## config.mk

```make
export PLATFORM = sky130hd
export DESIGN_NAME = cdfr_back
export DESIGN_NICKNAME = d
export VERILOG_FILES = /design/src/rtl/cdfr_pkg.sv /design/src/rtl/cdfr_back.sv
export VERILOG_INCLUDE_DIRS = /design/src /design/src/rtl
export SDC_FILE = /design/constraint.sdc
export NUM_CORES = 1
export LEC_CHECK = 0
export ABC_AREA = 1
export BUFFER_PORTS_ARGS = -buffer_cell sky130_fd_sc_hd__buf_2
export CAP_MARGIN = 10
export CORE_UTILIZATION = 51
export DETAILED_ROUTE_END_ITERATION = 10
export PLACE_DENSITY = 0.87
export SLEW_MARGIN = 25
export SYNTH_ARGS = -nofsm -noshare
export SYNTH_HDL_FRONTEND = slang
export SYNTH_SLANG_ARGS = --single-unit
```

## constraint.sdc

```tcl
create_clock -name clk -period 21.3 [get_ports clk]
set_input_delay 0 -clock clk [delete_from_list [all_inputs] [get_ports clk]]
set_output_delay 0 -clock clk [all_outputs]
set_load 0.01 [all_outputs]
```

## src/rtl/csr_diagonal_first_reorder_assert.svh

```systemverilog
// Assertion macros shared by the reorder block's modules.
`ifndef CSR_DIAGONAL_FIRST_REORDER_ASSERT_SVH
`define CSR_DIAGONAL_FIRST_REORDER_ASSERT_SVH

// Same-cycle implication, disabled during reset.
`define CDFR_ASSERT_NOW(label, clk, rst, ante, cons) \
  label: assert property (@(posedge clk) disable iff (rst) (ante) |-> (cons)) \
    else $error("cdfr assertion failed");

// Next-cycle implication, disabled during reset.
`define CDFR_ASSERT_NEXT(label, clk, rst, ante, cons) \
  label: assert property (@(posedge clk) disable iff (rst) (ante) |=> (cons)) \
    else $error("cdfr assertion failed");

`endif

```

## src/rtl/cdfr_pkg.sv

```systemverilog
// Types and constants for the diagonal-first CSR reorder block.
`default_nettype none
package cdfr_pkg;

  // Rows at or above this index are ignored.
  localparam logic [16:0] ROW_COUNT = 17'd65536;
  // Fill count width, covers row buffers up to 63 entries.
  localparam int FILL_W = 6;

  typedef struct packed {
    logic [15:0] row_index;
    logic [15:0] col_index;
    logic [63:0] entry_value;
    logic        has_entry;
    logic        row_last;
  } item_t;

  typedef struct packed {
    logic [15:0] out_col;
    logic [63:0] out_value;
    logic        inserted;
    logic        overflow;
    logic [31:0] running_end;
    logic        last_of_row;
  } result_t;

  // One buffered off-diagonal entry.
  typedef struct packed {
    logic [15:0] col;
    logic [63:0] value;
  } entry_t;

  localparam int ENTRY_W = $bits(entry_t);

  // Finished row handed from the front to the back.
  typedef struct packed {
    logic [15:0]       row;
    logic              diag_seen;
    logic [63:0]       diag_value;
    logic              dropped;
    logic [FILL_W-1:0] fill;
    logic              bank;
  } desc_t;

  typedef enum logic [1:0] {
    BK_IDLE,
    BK_DIAG,
    BK_READ,
    BK_EMIT
  } back_state_t;

endpackage
`default_nettype wire

```

## src/rtl/cdfr_back.sv

```systemverilog
// Back end: drains one row, diagonal first, into the result register.
`default_nettype none
`include "csr_diagonal_first_reorder_assert.svh"
module cdfr_back #(
  parameter int IDX_W = 5
) (
  input  wire logic                    clk,
  input  wire logic                    rst,
  input  wire logic                    q_empty,
  input  wire cdfr_pkg::desc_t         q_data,
  output logic                         q_pop,
  output logic                         re,
  output logic [IDX_W:0]               raddr,
  input  wire logic [cdfr_pkg::ENTRY_W-1:0] rdata,
  output logic                         row_done,
  output logic                         empty,
  input  wire logic                    pop,
  output cdfr_pkg::result_t            result
);
  import cdfr_pkg::*;

  back_state_t       state, state_next;
  desc_t             cur;
  logic [FILL_W-1:0] idx, idx_next;
  logic [31:0]       total;
  logic              out_valid;
  logic              slot_free;
  logic              load;
  logic              entry_last;
  result_t           ld;
  entry_t            rd_entry;

  assign rd_entry   = rdata;
  assign slot_free  = !out_valid || pop;
  assign empty      = !out_valid;
  assign raddr      = {cur.bank, idx[IDX_W-1:0]};
  assign entry_last = ((idx + FILL_W'(1)) == cur.fill);

  // State register
  always_ff @(posedge clk) begin
    if (rst) begin
      state <= BK_IDLE;
    end else begin
      state <= state_next;
    end
  end

  // Next state and result assembly
  always_comb begin
    state_next     = state;
    idx_next       = idx;
    q_pop          = 1'b0;
    re             = 1'b0;
    load           = 1'b0;
    row_done       = 1'b0;
    ld.out_col     = rd_entry.col;
    ld.out_value   = rd_entry.value;
    ld.inserted    = 1'b0;
    ld.overflow    = cur.dropped;
    ld.running_end = total + 32'd1;
    ld.last_of_row = entry_last;
    case (state)
      BK_IDLE: begin
        if (!q_empty) begin
          q_pop      = 1'b1;
          state_next = BK_DIAG;
        end
      end
      BK_DIAG: begin
        ld.out_col     = cur.row;
        ld.out_value   = cur.diag_seen ? cur.diag_value : 64'd0;
        ld.inserted    = !cur.diag_seen;
        ld.last_of_row = (cur.fill == '0);
        if (slot_free) begin
          load = 1'b1;
          if (cur.fill == '0) begin
            row_done   = 1'b1;
            state_next = BK_IDLE;
          end else begin
            idx_next   = '0;
            state_next = BK_READ;
          end
        end
      end
      BK_READ: begin
        re         = 1'b1;
        state_next = BK_EMIT;
      end
      BK_EMIT: begin
        if (slot_free) begin
          load     = 1'b1;
          idx_next = idx + FILL_W'(1);
          if (entry_last) begin
            row_done   = 1'b1;
            state_next = BK_IDLE;
          end else begin
            state_next = BK_READ;
          end
        end
      end
      default: begin
        state_next = BK_IDLE;
      end
    endcase
  end

  // Current row and read index
  always_ff @(posedge clk) begin
    if (q_pop) begin
      cur <= q_data;
    end
    idx <= idx_next;
  end

  // Result register and running row-end offset
  always_ff @(posedge clk) begin
    if (rst) begin
      out_valid <= 1'b0;
      total     <= '0;
    end else begin
      if (load) begin
        out_valid <= 1'b1;
        total     <= total + 32'd1;
      end else if (pop) begin
        out_valid <= 1'b0;
      end
    end
  end

  always_ff @(posedge clk) begin
    if (load) begin
      result <= ld;
    end
  end

  `CDFR_ASSERT_NOW(a_idx_in_row, clk, rst, state == BK_EMIT, idx < cur.fill)
  `CDFR_ASSERT_NEXT(a_diag_kind, clk, rst, load && (state == BK_DIAG), out_valid && (result.inserted != $past(cur.diag_seen)))

endmodule
`default_nettype wire

```

== After elaboration in Yosys (flattened, before gate mapping) ==
Index checks and enable logic that the tools add are counted.
Storage, ports and cells
  register bits: 245
  bits in latches: 0
  bits in writable memories: 0
  memory bits (read-only): 0
  input port bits: 173
  output and inout bits: 125
  word-level logic and storage cells: 61
  memories kept: 0
Operators by class
  $add $sub $neg: 2
  multipliers: 0
  divide/modulo/power cells: 0
  order comparisons: 0
  equality and inequality tests: 8
  shift-type cells: 0
  mux-type cells: 25
  bitwise operators: 0
  reductions and logical operators: 10
Operator list (count)
  2-to-1 mux 81 bit: 1
  2-to-1 mux 64 bit: 1
  adder 32 x 1 -> 32 bit, second input constant: 1
  2-to-1 mux 6 bit: 3
  2-to-1 mux 1 bit: 12
  one-hot mux 6 bit (2 select lines): 1
  2-to-1 mux 2 bit: 5
  != test 2 bit, second input constant: 4
  one-hot mux 2 bit (4 select lines): 1
  adder 6 x 1 -> 6 bit, second input constant: 1
  == test 6 bit: 1
  logical NOT 6 bit: 1
  == test 2 bit, second input constant: 2
  AND reduction 4 bit: 1
  nonzero test 2 bit: 2
  AND reduction 3 bit: 1
  == test 2 x 1 -> 1 bit, second input constant: 1
  logical NOT 1 bit: 2
  logical NOT 2 bit: 1
  one-hot mux 1 bit (2 select lines): 1
  OR reduction 2 bit: 1
  logical OR 1 bit: 1

== Depth between registers and ports, before layout ==
  depth in word-level cells: 5
  gate-level depth with buffers: 11
  depth with buffers taken out: 11

== Least setup slack after synthesis ==
OpenSTA, ideal clock, no wires.
  path type: register to register
  start point: register state[0]
  end point: register cur[10] in the netlist's numbering (enable)
  library setup time: 0.656 ns
  data arrival time: 6.617 ns
  setup slack: 14.027 ns
  stages on the path, launching flop included: 2
  path buffers: 0
  period minus slack after synthesis: 7.273 ns
  path through: dfxtp_1 > nor3_1
Between the ends
  longest elaborated chain between the ends: 2
RTL lines
  start, declared: RTL line cdfr_back.sv:22  | back_state_t state, state_next;
  start signal, assigned: RTL line cdfr_back.sv:44  | state <= state_next;
  logical NOT 2 bit: RTL line cdfr_back.sv:62  | case (state)
  2-to-1 mux 1 bit: RTL line cdfr_back.sv:62
  named net q_pop: RTL line cdfr_back.sv:11  | output logic q_pop,
  end signal, assigned: RTL line cdfr_back.sv:110  | cur <= q_data;
  end, declared: RTL line cdfr_back.sv:23  | desc_t cur;
The timed path passes the listed nets, and every way through them passes these cells.
A chain may end at the register's enable or synchronous reset.

== Worst setup path in the final report ==
  start point: register state[0]
  end point: register idx[3] (enable)
Between the ends
  longest elaborated chain between the ends: 3
  elaborated cells between the ends (all ways): 7
  those cells by class: eq/ne (5); reduce/logical (2)
RTL lines
  == test 2 x 1 -> 1 bit / == test 2 bit (equally long branches): RTL line cdfr_back.sv:62
  != test 2 bit (no line) / nonzero test 2 bit (equally long branches)
  AND reduction 4 bit (no line) (*)
  end signal, assigned: RTL line cdfr_back.sv:112  | idx <= idx_next;
  end, declared: RTL line cdfr_back.sv:24  | logic [FILL_W-1:0] idx, idx_next;
Every way passes the cells marked *; elsewhere a longest branch is shown, timed or not.

==> out/metrics.cfg <==
[cells_and_area]
multi_input_area_mm2=0.002532
fin_util_pct=75.33
fin_area_mm2=0.01428
syn2layout_area_growth_pct=42.50
drive_gt1_share_pct=26.45
final_cells=1662
ff_latch_area_mm2=0.007007
nNetsFinal=1554
fillCellCount=1053

[synth]
ys_top_cells_by_area=edfxtp_1 63%, nand2_1 10%, dfxtp_1 7.0%
yosys_register_bits=245
synth_fa_ha_area_share_pct=0.2497
syn-num-nets=1091
yosys_warnings=0
synth_common_cells=279 x nand2_1, 210 x edfxtp_1, 93 x nand3_1
ys_seq_area_share_pct=69.92
syn-mean-instance-area_um2=10.94
synth_top_family_by_area=simple AND/OR/NAND/NOR gates
synth-edff-count=210
synth_area_leader_cell=edfxtp_1
synthCells=916
synth_xor_area_share_pct=1.224
netlist.area_leader.share_pct=62.93
syn_area_mm2=0.01002
synth_compound_gate_area_share_pct=3.459
yosysMostFrequentCell=nand2_1
synthArstFlopShare_pct=0
synth_mux_area_share_pct=0
dominantRegCellSynth=edfxtp_1
synth-simple-area-share_pct=20.19
ys_types=32

[grt]
grt_pass1_wl_mm=51.75
grt_pass1_vias=9113
grt_max_degree=91
grt_overflow=0
grt_usage_pct=34.59
antenna_found_initial=5

[floorplanning]
std_cell_rows=50
fp.dieW_um=142.2
num_io_pins=298
die_area_mm2=0.02021
start_util_pct=52.86
fp.dieH_um=142.2
core_area_mm2=0.01896

[setup_path]
cp-end-kind=flop
rrSetupSlack_ns=18.50
worst-endpoint-arrival_ns=2.95
required_ns=21.45
worstPathMaxFanout=82
critPathKind=flop to flop
startpoint_type=flop

[clocking]
numClockSinks=245
clk_pin_slew_ns=0.06
root_buffer=clkbuf_16
clkLatencyLatePin_ns=0.53
clock_tree.buffer_depth=3
cts_tree=built
numCtsBuffers=25
htree_levels=1

[sta]
finClkSkew_ns=0.01920
rsz0062_at_grt=no
setup_tns_ns=0
final.min_clock_period_ns=2.804
fmax_mhz=356.7
fin_crit_sh_pct=13.16
setup_violations=0
tightest_slew_ns=0.9805
maxSlewViolCount=0
slew_headroom_pct=34.64
hold_viol=0

[run_status]
status=finished clean

[route]
totalWireLength_mm=35.40
vias=9327
wl_per_cell_um=21.30
drtIter0Drc=1103
vias_per_cell=5.612
ant_nets=0
drt-pass1-iter-count=7
drc_errors=0

[power_and_ir_drop]
max-vdd-ir-drop_mv=0.07741
power_density_mw_per_mm2=86.44
total_power_mw=1.234
cellLeakagePower_nw=6.289

[place]
dpl_cell_area_mm2=0.01172
place.gp.congestion=0.9100
place_inst=1440
portBuffers=297
place_hpwl_mm=16.99

[run]
drv_cap=0

[min_path]
hp-class=input port to flop

==> cell type report <==
type / instances / share of cell area (%)
flip-flops and latches: 245 / 49.07
repair buffers: 475 / 22.81
multi-input cells: 546 / 17.73
clock buffers: 30 / 4.653
well taps: 260 / 2.278
inverters: 86 / 2.261
clock inverters: 13 / 1.078
diodes: 7 / 0.1227
==> what timing repair did <==
action / 4_1_cts / 5_1_grt
hold endpoints to repair: 171 / 0
hold buffers: 172 / 0
setup buffers: 0 / 0
resized for setup: 0 / 0
==> through the flow <==
stage	hold slack [ns]	setup slack, ns
5_1_grt	0.1287	18.33
3_3_place_gp	0.1762	18.76
6_report	0.1074	18.50
2_1_floorplan	0.09887	14.03
3_5_place_dp	0.1781	18.67
4_1_cts	0.07063	18.65
==> state kept, by name (all words and copies together), names as in the netlist <==
signal / cells
idx: 6
state: 2
raddr: 1
result: 115
cur: 88
out_valid: 1
total: 32
==> cells in the final DEF (no fill, tap or decap), types with 4 or more instances in the layout <==
master	Yosys	routed
clkinv_1	0	4
inv_2	6	6
nor3_1	11	10
clkbuf_16	0	25
nor3_2	4	5
buf_2	4	297
nor2_4	3	5
o21ai_1	14	14
nand4_1	8	8
nand2_1	279	279
xor2_1	12	12
diode_2	0	7
dfxtp_1	35	35
clkinv_2	0	4
edfxtp_1	210	210
o21ai_0	16	16
a21oi_1	30	30
nand2_2	5	5
buf_4	6	5
dlygate4sd3_1	0	172
nor2_1	48	48
nand3_1	93	93
inv_1	80	80
==> power by group <==
part	internal (mW)	switching, mW
sequential	0.579	0.0226
clock	0.259	0.188
combinational	0.0686	0.117
==> worst max-delay path, stage by stage, from the launching register on <==
cell     delay (ns)
dfxtp_1        0.37
inv_2          0.15
nor2_4         0.05
buf_4          0.39
inv_2          0.11
buf_4          0.67
nor2_1         0.18
nor2_1         0.43
==> layer usage <==
metal,track usage (%),wire length [um],up-vias
met5,0,0,-
met4,23.15,3036,0
met3,7.503,3852,222
met2,59.00,17060,860
met1,39.12,11450,4238
li1,-,-,4007
==> path summary, 6_finish.rpt <==
path / startpoint / to / cells past startpoint
max reg2reg: state[0] / idx[3] / 7
min reg2reg: cur[7] / result[33] / 0
max: state[0] / idx[3] / 7
min: rst / total[11] / 4
==> logic make-up after synthesis <==
family | count (synthesis)
compound gates | 66
xor+xnor | 14
fa+ha+maj | 2
buf+inv | 125
flops | 245
simple gates | 464
Power figures use the tool's default switching activity.
