==> src/rtl/csr_diagonal_first_reorder_assert.svh <==
// Assertion macros shared by the reorder block's modules.
`ifndef CSR_DIAGONAL_FIRST_REORDER_ASSERT_SVH
`define CSR_DIAGONAL_FIRST_REORDER_ASSERT_SVH

// Same-cycle implication, disabled during reset.
`define CDFR_ASSERT_NOW(label, clk, rst, ante, cons) \
  label: assert property (@(posedge clk) disable iff (rst) (ante) |-> (cons)) \
    else $error("cdfr assertion failed");

// Next-cycle implication, disabled during reset.
`define CDFR_ASSERT_NEXT(label, clk, rst, ante, cons) \
  label: assert property (@(posedge clk) disable iff (rst) (ante) |=> (cons)) \
    else $error("cdfr assertion failed");

`endif

==> src/rtl/cdfr_pkg.sv <==
// Types and constants for the diagonal-first CSR reorder block.
`default_nettype none
package cdfr_pkg;

  // Rows at or above this index are ignored.
  localparam logic [16:0] ROW_COUNT = 17'd65536;
  // Fill count width, covers row buffers up to 63 entries.
  localparam int FILL_W = 6;

  typedef struct packed {
    logic [15:0] row_index;
    logic [15:0] col_index;
    logic [63:0] entry_value;
    logic        has_entry;
    logic        row_last;
  } item_t;

  typedef struct packed {
    logic [15:0] out_col;
    logic [63:0] out_value;
    logic        inserted;
    logic        overflow;
    logic [31:0] running_end;
    logic        last_of_row;
  } result_t;

  // One buffered off-diagonal entry.
  typedef struct packed {
    logic [15:0] col;
    logic [63:0] value;
  } entry_t;

  localparam int ENTRY_W = $bits(entry_t);

  // Finished row handed from the front to the back.
  typedef struct packed {
    logic [15:0]       row;
    logic              diag_seen;
    logic [63:0]       diag_value;
    logic              dropped;
    logic [FILL_W-1:0] fill;
    logic              bank;
  } desc_t;

  typedef enum logic [1:0] {
    BK_IDLE,
    BK_DIAG,
    BK_READ,
    BK_EMIT
  } back_state_t;

endpackage
`default_nettype wire

==> src/rtl/cdfr_queue.sv <==
// Two-entry row descriptor queue between front and back.
`default_nettype none
module cdfr_queue (
  input  wire logic            clk,
  input  wire logic            rst,
  input  wire logic            push,
  input  wire cdfr_pkg::desc_t din,
  input  wire logic            pop,
  output logic                 empty,
  output cdfr_pkg::desc_t      dout
);
  import cdfr_pkg::*;

  desc_t      slots [2];
  logic       wp, rp;
  logic [1:0] count;

  assign empty = (count == 2'd0);
  assign dout  = slots[rp];

  // Storage
  always_ff @(posedge clk) begin
    if (push) begin
      slots[wp] <= din;
    end
  end

  // Pointers and occupancy
  always_ff @(posedge clk) begin
    if (rst) begin
      wp    <= 1'b0;
      rp    <= 1'b0;
      count <= '0;
    end else begin
      if (push) begin
        wp <= ~wp;
      end
      if (pop) begin
        rp <= ~rp;
      end
      count <= count + {1'b0, push} - {1'b0, pop};
    end
  end

endmodule
`default_nettype wire

==> config.mk <==
export PLATFORM = sky130hd
export DESIGN_NAME = cdfr_queue
export DESIGN_NICKNAME = d
export VERILOG_FILES = /design/src/rtl/csr_diagonal_first_reorder_assert.svh /design/src/rtl/cdfr_pkg.sv /design/src/rtl/cdfr_queue.sv
export SDC_FILE = /design/constraint.sdc
export NUM_CORES = 1
export LEC_CHECK = 0
export BUFFER_PORTS_ARGS = -buffer_cell sky130_fd_sc_hd__buf_4
export CAP_MARGIN = 20
export CORE_ASPECT_RATIO = 0.75
export CORE_MARGIN = 1.5
export CORE_UTILIZATION = 52
export DETAILED_ROUTE_END_ITERATION = 6
export MAX_ROUTING_LAYER = met4
export PLACE_DENSITY = 0.79
export SETUP_SLACK_MARGIN = 0.02
export SLEW_MARGIN = 10
export SYNTH_ARGS = -nofsm -noshare
export SYNTH_HDL_FRONTEND = slang
export SYNTH_SLANG_ARGS = --single-unit
==> constraint.sdc <==
create_clock -name clk -period 5.4 [get_ports clk]
set_input_delay 0 -clock clk [delete_from_list [all_inputs] [get_ports clk]]
set_output_delay 0 -clock clk [all_outputs]
set_load 0.02 [all_outputs]
* After elaboration in Yosys (flattened, before gate mapping)
Memory sizes are Yosys's and may differ from the RTL's. A register that Yosys moved wholly into a read port is not among the register bits.
Cells that the tools add are included.
** Word-level totals
- Register bits after elaboration :: 4
- RAM bits :: 178
- Logic and storage cells :: 13
- Memories :: 1
** Memories
- slots :: words 2, width 89, read ports 1, clocked after memory_dff 1, wr ports 1, RTL line cdfr_queue.sv:14 : desc_t slots [2];
** Cells by class
- Add/sub/neg operators :: 2
- Mux-type cells :: 4
- Bitwise gates (word level) :: 2
- Reductions and logical operators :: 1
** Operator list (count)
- 1-bit 2-to-1 mux :: 4
- 2-bit by 1-bit adder with 2-bit output :: 1
- 2-bit logical NOT :: 1
- 1-bit inverter :: 2
- 2-bit by 1-bit subtractor with 2-bit output :: 1

* Depth between registers and ports, before layout
Gate-level depths: netlist of the first run.
- Word-level depth :: 3
- Depth in mapped cells :: 6

* Worst setup path before layout of the first run
Ideal clock, no wire load.
- Path kind :: register to register
- Start point :: reg wp
- End point :: mem slots[0][0] (netlist name), enable pin
- Library setup time :: 0.548 ns
- Data arrival time :: 4.272 ns
- Setup slack :: 0.580 ns
- Cell stages (with the launch flop) :: 2
- Cells stage by stage :: dfxtp_1 -> nor2b_1
** RTL lines
- start, declared :: RTL line cdfr_queue.sv:15 : logic wp, rp;
- start signal, assigned :: RTL line cdfr_queue.sv:36 : wp <= ~wp;
- end, declared :: RTL line cdfr_queue.sv:14
No word-level cell before the write port.

==> results of run 1 <==
==> metrics by stage <==
step | hold slack, ps | worst slack [ps]
6_report | 305 | 2960
5_1_grt | 288 | 2870
4_1_cts | 289 | 2990
3_5_place_dp | 187 | 3410
2_1_floorplan | 71.6 | 580
3_3_place_gp | 186 | 3430
==> state kept, by name, indices dropped and copies added, names as in the netlist, named ones only <==
name	cells
wp	1
slots	178
rp	1
count	2
==> routing by layer <==
layer | global-route usage (%) | share of wire, %
met2 | 34.7 | 51
met3 | 5.38 | 5.0
met5 | - | 0
met4 | 7.11 | 1.1
met1 | 25.7 | 43
==> cell families (layout without fill, tap and decap cells) <==
family / after synthesis / count (layout) / synth area share (%)
AND/OR/NAND/NOR: 8 / 8 / 0.563
buffers and inverters: 12 / 313 / 1.15
multiplexers: 89 / 89 / 15.6
flip-flops: 183 / 183 / 81.7
XOR/XNOR: 3 / 3 / 0.601
adder cells (fa/ha/maj): 2 / 2 / 0.375
==> area by class of cell <==
type	instances	share of cell area, %
Timing Repair Buffer	279	23.8
Tap cell	166	2.12
Inverter	2	0.0766
Clock inverter	14	2.26
Sequential cell	183	55.6
Multi-Input combinational cell	102	11.8
Clock buffer	18	4.38
==> worst reg2reg max path, delay by kind of cell (launching register included) <==
kind | cells | cell delay [ps]
AND/OR/NAND/NOR | 1 | 400
buffers and inverters | 1 | 750
flip-flops | 1 | 410
==> cell usage in the layout (no fill, tap or decap) <==
cell type and instances:
mux2_4 10, edfxtp_1 178, xnor2_1 2, xnor3_1 1
dlygate4sd3_1 93, clkinv_2 2, inv_1 2, inv_8 1
clkinv_4 2, and2_4 1, buf_4 186, dfxtp_4 1
ha_1 2, bufinv_16 5, mux2_2 79, nor2b_1 1
dfxtp_1 4, clkinvlp_4 2, clkbuf_16 17, nor2b_4 1
inv_6 2, nor2_1 5, clkbuf_1 1
==> power by group through the flow <==
stage / sequential (uW) / combinational (uW) / clock (uW)
2_1_floorplan: 1710 / 267 / 0
3_3_place_gp: 1710 / 463 / 0
3_5_place_dp: 1710 / 470 / 0
4_1_cts: 1680 / 528 / 1360
5_1_grt: 1690 / 557 / 1420
6_report: 1680 / 529 / 1340
==> how the worst max path moves through the flow <==
stage	slack, ps	endpoint
6_report	2960	dout[23]
5_1_grt	2870	dout[23]
4_1_cts	2990	dout[23]
3_5_place_dp	3410	slots[1][52]
3_3_place_gp	3430	slots[1][13]
2_1_floorplan	580	slots[0][0]
==> what timing repair did <==
action | 4_1_cts | 5_1_grt
hold buffers | 93 | 0
endpoints found under the hold margin | 183 | 0
gates resized for setup | 0 | 0
==> flow_metrics.py, run 1 <==
metrics = {
    "power": {
        "p_per_area_nw_per_um2": 363,
        "seqPwrFrac_pct": 47.4,
        "switching_share_pct": 22.5,
        "clockPowerShare_pct": 37.8,
        "leakage_uw": 0.00374,
        "total_power_uw": 3560,
        "internal-power_uw": 2760,
        "max-vdd-ir-drop_v": 0.000238,
        "switching_power_uw": 801,
        "pwr-share-comb_pct": 14.9,
    },
    "global_route": {
        "track_usage_pct": 21.0,
        "antenna_found_initial": 0,
        "grt_overflow": 0,
        "grt_pass1_wl_mm": 20.1,
        "grt_pass1_vias": 3915,
        "grt_max_degree": 76,
    },
    "floorplanning": {
        "dieArea_sq_um": 13500,
        "core-area_sq_um": 12400,
        "rows": 35,
        "die-width_um": 134,
        "io_pins": 183,
        "start_util_pct": 53.8,
        "die_h_um": 101,
    },
    "yosys": {
        "netlist_area_sq_um": 6660,
        "synth_fp_nets": 392,
        "synth-seq-area-share_pct": 81.7,
        "syn_area_per_cell_sq_um": 22.4,
        "ys.flop_type": "edfxtp_1",
        "yosys-top-cells-area": "edfxtp_1 80%, mux2_2 13%, mux2_4 2.3%, dfxtp_1 1.5%, buf_2 0.53%",
        "synth.largest_area_cell": "edfxtp_1",
        "synth_edf_count": 178,
        "ys_seq_elements": 183,
        "yosysMostFrequentCell": "edfxtp_1",
        "netlist_instances": 297,
        "async_flop_share_pct": 0,
        "synth_top_area_share_pct": 80.2,
        "synth_commonest_cells": "178 x edfxtp_1, 79 x mux2_2, 10 x mux2_4",
        "yosysUniqueCellTypes": 13,
        "yosysWarnings": 0,
    },
    "routing": {
        "dr.first_iter.drc_count": 223,
        "routed_wl_mm": 13.6,
        "ant_nets": 0,
        "wire_per_inst_um": 17.8,
        "vias": 3724,
        "firstDrtPassIters": 4,
        "post-route-drc-count": 0,
        "drt-vias-per-instance": 4.87,
    },
    "clock_tree": {
        "clockBufferDepth": 2,
        "cts_root_buf": "clkbuf_16",
        "cts_max_level": 4,
        "numClockSinks": 183,
        "cts_setup_buffers": 0,
        "clk_latency_ps": 410,
        "cts_tree": "built",
        "path_clk_slew_ps": 70,
        "numCtsBuffers": 17,
    },
    "setup_path": {
        "cp.required_ps": 5400,
        "worst_path_most_repeated_cell": "buf_4",
        "max_stage_delay_ps": 830,
        "crit_fanout": 75,
        "reg2reg_from": "wp",
        "worstPathBufferInverterCount": 2,
        "worst-r2r-cell-count": 2,
        "rrSetupSlack_ps": 3440,
        "cp-start-kind": "register",
        "rr_endpoint": "slots[1][43]",
        "crit_chain": "buf_4 > mux2_2 > buf_4",
        "arrival_ps": 2440,
        "worst-setup-path-type": "register to output pin",
        "critPathTopFamily": "buffers and inverters",
        "critPathSlowestCell": "buf_4",
        "end_kind": "output pin",
        "cp_num_cells": 3,
    },
    "finish": {
        "filler_cell_count": 667,
        "n_antenna_cell": 0,
        "layout.nets": 680,
        "final_cell_count_no_fill": 764,
        "multi_input_area_sq_um": 1150,
        "utilization_pct": 79.0,
        "register_area_sq_um": 5450,
        "area_growth_syn_to_layout_pct": 47.0,
        "layout-drive-gt1-share_pct": 51.7,
        "design_area_sq_um": 9790,
    },
    "placement": {
        "gp_congestion": 0.731,
        "io_buffers": 182,
        "placed_area_sq_um": 8210,
        "place_inst": 639,
        "hpwlAfterDp_mm": 7.61,
    },
    "sta": {
        "rsz0062_at_grt": "false",
        "timing.final.crit_period_ps": 2440,
        "max_slew_margin_pct": 27.8,
        "worst_pin_slew_ps": 1080,
        "hold_viol_final": 0,
        "fin_tns_setup_ps": 0,
        "fin_skew_ps": 8.16,
        "setup_viol": 0,
        "max_freq_mhz": 410,
        "period_share_pct": 45.2,
        "slew_violations": 0,
    },
    "min_path": {
        "hold-path-endpoint": "slots[0][51]",
        "hold_path_startpoint": "din[51]",
        "hold_class": "primary input to register",
        "holdPathStages": 2,
    },
    "outcome": {
        "status": "finished, final reports clean",
    },
    "run": {
        "maxCapViolations": 0,
    },
}
Power figures use the tool's default switching activity.
==> run 2: changes to the inputs <==
--- a/config.mk
+++ b/config.mk
@@ -5,14 +5,15 @@
 export SDC_FILE = /design/constraint.sdc
 export NUM_CORES = 1
 export LEC_CHECK = 0
+export ABC_AREA = 1
 export BUFFER_PORTS_ARGS = -buffer_cell sky130_fd_sc_hd__buf_4
 export CAP_MARGIN = 20
 export CORE_ASPECT_RATIO = 0.75
 export CORE_MARGIN = 1.5
-export CORE_UTILIZATION = 52
+export CORE_UTILIZATION = 47
 export DETAILED_ROUTE_END_ITERATION = 6
 export MAX_ROUTING_LAYER = met4
-export PLACE_DENSITY = 0.79
+export PLACE_DENSITY = 0.76
 export SETUP_SLACK_MARGIN = 0.02
 export SLEW_MARGIN = 10
 export SYNTH_ARGS = -nofsm -noshare
==> constraint.sdc (replaced) <==
create_clock -name clk -period 2.1 [get_ports clk]
set_input_delay 0 -clock clk [delete_from_list [all_inputs] [get_ports clk]]
set_output_delay 0 -clock clk [all_outputs]
set_load 0.02 [all_outputs]
==> flow_metrics.py, run 2 <==
metrics = {
    "outcome": {
        "status": "finished, final reports clean",
    },
    "setup_path": {
        "worst-r2r-cell-count": 7,
        "cp-start-kind": "register",
        "rrSetupSlack_ps": 430,
        "rr_endpoint": "count[0]",
        "reg2reg_from": "count[0]",
        "worst-setup-path-type": "register to output pin",
        "crit_fanout": 28,
        "end_kind": "output pin",
        "arrival_ps": 1890,
        "worstSetupEndpoint": "dout[61]",
        "cp.required_ps": 2100,
    },
    "yosys": {
        "yosysMostFrequentCell": "edfxtp_1",
        "synth-seq-area-share_pct": 81.6,
        "synth_commonest_cells": "178 x edfxtp_1, 79 x mux2_2, 10 x mux2_4",
        "synth_top_area_share_pct": 80.1,
        "yosys-top-cells-area": "edfxtp_1 80%, mux2_2 13%, mux2_4 2.2%, dfxtp_1 1.5%, buf_2 0.52%",
        "ys_seq_elements": 183,
        "netlist_instances": 307,
        "netlist_area_sq_um": 6670,
        "synth.largest_area_cell": "edfxtp_1",
        "syn_area_per_cell_sq_um": 21.7,
        "async_flop_share_pct": 0,
        "synth_edf_count": 178,
        "synth_fp_nets": 402,
        "yosysWarnings": 0,
        "yosysUniqueCellTypes": 14,
        "ys.flop_type": "edfxtp_1",
    },
    "power": {
        "max-vdd-ir-drop_v": 0.000620,
        "p_per_area_nw_per_um2": 890,
        "leakage_uw": 0.00376,
    },
    "sta": {
        "fin_skew_ps": 7.84,
        "max_slew_margin_pct": 69.4,
        "timing.final.crit_period_ps": 1890,
        "slew_violations": 0,
        "fin_tns_setup_ps": 0,
        "period_share_pct": 90.1,
        "max_freq_mhz": 529,
        "rsz0062_at_grt": "false",
        "worst_pin_slew_ps": 458,
        "setup_viol": 0,
        "worst_slack_ps": 208,
        "hold_viol_final": 0,
        "hold-worst-slack_ps": 305,
    },
    "finish": {
        "area_growth_syn_to_layout_pct": 47.5,
        "largest-register": "slots",
        "largest_reg_flops": 178,
        "n_antenna_cell": 0,
        "top_regs": "slots (178), count (2)",
        "layout_commonest_cell": "buf_4",
        "final_cell_mix": "184 x buf_4, 178 x edfxtp_1, 93 x dlygate4sd3_1",
        "layout.nets": 693,
        "layout-drive-gt1-share_pct": 50.7,
    },
    "global_route": {
        "grt_pass1_vias": 4134,
        "grt_max_degree": 69,
        "grt_overflow": 0,
        "track_usage_pct": 19.8,
        "antenna_found_initial": 0,
        "grt_pass1_wl_mm": 21.2,
    },
    "min_path": {
        "hold_class": "primary input to register",
        "holdPathStages": 2,
    },
    "placement": {
        "io_buffers": 182,
        "gp_congestion": 0.741,
        "preCtsSetupSlack_ps": 619,
        "hpwlAfterDp_mm": 8.29,
    },
    "clock_tree": {
        "cts_tree": "built",
        "numClockSinks": 183,
        "clockBufferDepth": 2,
        "clk_latency_ps": 420,
        "numCtsBuffers": 17,
        "path_clk_slew_ps": 60,
        "cts_max_level": 4,
        "cts_root_buf": "clkbuf_16",
    },
    "run": {
        "maxCapViolations": 0,
    },
    "floorplanning": {
        "io_pins": 183,
        "core-area_sq_um": 13800,
        "dieArea_sq_um": 14900,
        "die_h_um": 106,
        "start_util_pct": 48.4,
        "die-width_um": 141,
        "rows": 37,
    },
    "routing": {
        "routed_wl_mm": 13.9,
        "post-route-drc-count": 0,
        "firstDrtPassIters": 4,
        "ant_nets": 0,
        "drt-vias-per-instance": 4.86,
        "vias": 3817,
        "dr.first_iter.drc_count": 211,
        "wire_per_inst_um": 17.7,
    },
}
run 2: final cells by class:
type / count / area [sq um]
clock buffer: 20 / 437
fill: 836 / 3950
clock inverter: 12 / 150
multi-input combinational: 106 / 1140
sequential: 183 / 5450
timing repair buffer: 282 / 2410
inverter: 8 / 33.8
tap: 175 / 219
run 2: through the flow:
stage               total power (uW)  util [%]  std cells  instance area [sq um]
floorplan                       4980         -        307                   6690
global placement                5490      60.3        661                   8320
detailed placement              5520      60.3        661                   8320
CTS                             8830      71.3        786                   9840
global route                    9060      71.3        786                   9840
finish                          8760      71.3        786                   9840
run 2: power breakdown:
group	leakage (uW)	switching, uW	total [uW]	internal, uW
Sequential	0.00171	70.2	4300	4230
Clock	0.000284	1290	3170	1870
Combinational	0.00176	621	1300	678
run 2: layer usage:
| metal | track usage (%) | wire length, um | up-vias |
|---|---|---|---|
| met5 | - | 0 | - |
| met4 | 6.55 | 118 | 0 |
| met3 | 5.14 | 819 | 9 |
| met2 | 32.2 | 6770 | 140 |
| met1 | 24.6 | 6220 | 1889 |
| li1 | - | - | 1779 |
run 2: how the worst min path moves through the flow:
stage | startpoint | endpoint
after floorplan | rst | count[0]
after global placement | din[43] | slots[1][43]
after detailed placement | din[45] | slots[1][45]
after CTS | din[35] | slots[1][35]
after global routing | din[39] | slots[0][39]
final | din[35] | slots[1][35]
run 2: repair_timing:
action | 4_1_cts | 5_1_grt
hold buffers | 93 | 0
setup endpoints to repair | 0 | 0
hold endpoints to repair | 183 | 0
resized for setup | 0 | 0
buffers inserted | 0 | 0
run 2: cell families after synthesis:
family                   count (synthesis)  synth area share (%)
adder cells (fa/ha/maj)                  2                 0.375
AO/OA/AOI/OAI                            1                0.0749
multiplexers                            89                  15.6
AND/OR/NAND/NOR                         13                 0.769
buffers and inverters                   18                  1.48
flip-flops                             183                  81.6
XOR/XNOR                                 1                 0.131
run 2: critical path, cell delays in order, from the launching register on:
cell,delay (ps)
dfxtp_4,610
buf_4,320
mux2_2,370
buf_4,160
==> run 3: changes to the inputs <==
--- a/config.mk
+++ b/config.mk
@@ -10,10 +10,11 @@
 export CAP_MARGIN = 20
 export CORE_ASPECT_RATIO = 0.75
 export CORE_MARGIN = 1.5
-export CORE_UTILIZATION = 47
+export CORE_UTILIZATION = 40
 export DETAILED_ROUTE_END_ITERATION = 6
 export MAX_ROUTING_LAYER = met4
-export PLACE_DENSITY = 0.76
+export PLACE_DENSITY = 0.66
+export RECOVER_POWER = 25
 export SETUP_SLACK_MARGIN = 0.02
 export SLEW_MARGIN = 10
 export SYNTH_ARGS = -nofsm -noshare
==> flow_metrics.py, run 3 (synthesis results as in run 2) <==
metrics = {
    "outcome": {
        "status": "finished, final reports clean",
    },
    "sta": {
        "period_share_pct": 87.2,
        "fin_skew_ps": 8.32,
        "worst_pin_slew_ps": 548,
        "setup_viol": 0,
        "timing.final.crit_period_ps": 1830,
        "hold_viol_final": 0,
        "slew_violations": 0,
        "max_freq_mhz": 546,
        "rsz0062_at_grt": "false",
        "max_slew_margin_pct": 63.5,
        "fin_tns_setup_ps": 0,
    },
    "power": {
        "total_power_uw": 9120,
        "leakage_uw": 0.00372,
        "p_per_area_nw_per_um2": 924,
        "max-vdd-ir-drop_v": 0.000826,
    },
    "setup_path": {
        "worst-setup-path-type": "register to output pin",
        "cp.required_ps": 2100,
        "crit_fanout": 41,
        "critPathSlowestCell": "buf_4",
        "crit_chain": "buf_4 > mux2_2 > buf_4",
        "rrSetupSlack_ps": 770,
        "worstPathBufferInverterCount": 2,
        "worst_path_most_repeated_cell": "buf_4",
        "arrival_ps": 1830,
        "end_kind": "output pin",
        "rr_endpoint": "slots[1][59]",
        "max_stage_delay_ps": 450,
        "reg2reg_from": "wp",
        "critPathTopFamily": "buffers and inverters",
        "cp-start-kind": "register",
        "cp_num_cells": 3,
        "worst-r2r-cell-count": 3,
    },
    "run": {
        "maxCapViolations": 0,
    },
    "finish": {
        "n_antenna_cell": 0,
        "final_cell_mix": "178 x edfxtp_1, 124 x buf_4, 93 x dlygate4sd3_1",
        "layout.nets": 690,
        "layout-drive-gt1-share_pct": 49.2,
        "largest_reg_flops": 178,
        "filler_cell_count": 1191,
        "area_growth_syn_to_layout_pct": 48.0,
        "layout_commonest_cell": "edfxtp_1",
        "top_regs": "slots (178), count (2)",
        "largest-register": "slots",
        "design_area_sq_um": 9880,
    },
    "global_route": {
        "grt_max_degree": 91,
        "grt_pass1_wl_mm": 20.2,
        "grt_pass1_vias": 4022,
        "antenna_found_initial": 0,
        "grt_overflow": 0,
        "track_usage_pct": 15.8,
    },
    "routing": {
        "ant_nets": 0,
        "vias": 3749,
        "drt-vias-per-instance": 4.58,
        "dr.first_iter.drc_count": 163,
        "firstDrtPassIters": 4,
        "post-route-drc-count": 0,
        "routed_wl_mm": 13.2,
        "wire_per_inst_um": 16.1,
    },
    "floorplanning": {
        "die-width_um": 152,
        "die_h_um": 115,
        "dieArea_sq_um": 17500,
        "io_pins": 183,
        "core-area_sq_um": 16200,
        "start_util_pct": 41.3,
        "rows": 40,
    },
    "min_path": {
        "hold_class": "primary input to register",
        "hold_path_startpoint": "din[9]",
        "hold-path-endpoint": "slots[1][9]",
        "holdPathStages": 2,
    },
    "clock_tree": {
        "cts_setup_buffers": 0,
        "path_clk_slew_ps": 60,
        "cts_root_buf": "clkbuf_16",
        "numClockSinks": 183,
        "ctsResizeCount": 0,
        "clk_latency_ps": 420,
        "cts_max_level": 4,
        "cts_tree": "built",
        "numCtsBuffers": 17,
        "hold_buffers": 93,
        "clockBufferDepth": 2,
    },
    "placement": {
        "hpwlAfterDp_mm": 7.77,
        "gp_congestion": 0.716,
        "io_buffers": 182,
        "placed_area_sq_um": 8320,
    },
}
-- run 3: changes by cell type in the layout (fill, tap and decap cells not counted), sizes merged --
| cell | delta |
|---|---|
| bufinv | +3 |
| buf | -62 |
| clkbuf | +56 |
| inv | +1 |
| clkinvlp | +1 |
| clkinv | -2 |
-- run 3: where the power goes --
part	switching (uW)	internal, uW
logic	625	650
clock network	1330	2240
registers	46.3	4230
total	2010	7120
-- run 3: area by class of cell --
type | count | area [sq um] | share of cell area (%)
Sequential cell | 183 | 5450 | 55.2
Tap cell | 210 | 263 | 2.66
Multi-Input combinational cell | 106 | 1140 | 11.5
Inverter | 8 | 33.8 | 0.342
Timing Repair Buffer | 279 | 2320 | 23.5
Clock inverter | 15 | 246 | 2.50
Clock buffer | 17 | 425 | 4.31
-- run 3: metrics by stage --
| stage | setup slack [ps] | util [%] | hold WS [ps] | std cells |
|---|---|---|---|---|
| 5_1_grt | 195 | 61.1 | 304 | 818 |
| 2_1_floorplan | 4.71 | - | 71.2 | 307 |
| 6_report | 270 | 61.1 | 305 | 818 |
| 3_5_place_dp | 692 | 51.5 | 187 | 693 |
| 3_3_place_gp | 714 | 51.5 | 185 | 693 |
| 4_1_cts | 226 | 61.4 | 278 | 818 |
-- run 3: worst max path at each step --
stage             start          end  slack (ps)
5_1_grt        register      dout[5]         190
3_3_place_gp   register     dout[49]         710
4_1_cts        register     dout[49]         230
2_1_floorplan        wp  slots[1][0]           5
3_5_place_dp   register     dout[49]         690
6_report       register     dout[49]         270
-- run 3: metal layers --
| layer | track usage [%] | share of wire (%) |
|---|---|---|
| met1 | 18.4 | 43 |
| met2 | 26.0 | 49 |
| met4 | 5.50 | 1.2 |
| met3 | 5.20 | 6.7 |
| met5 | - | 0 |
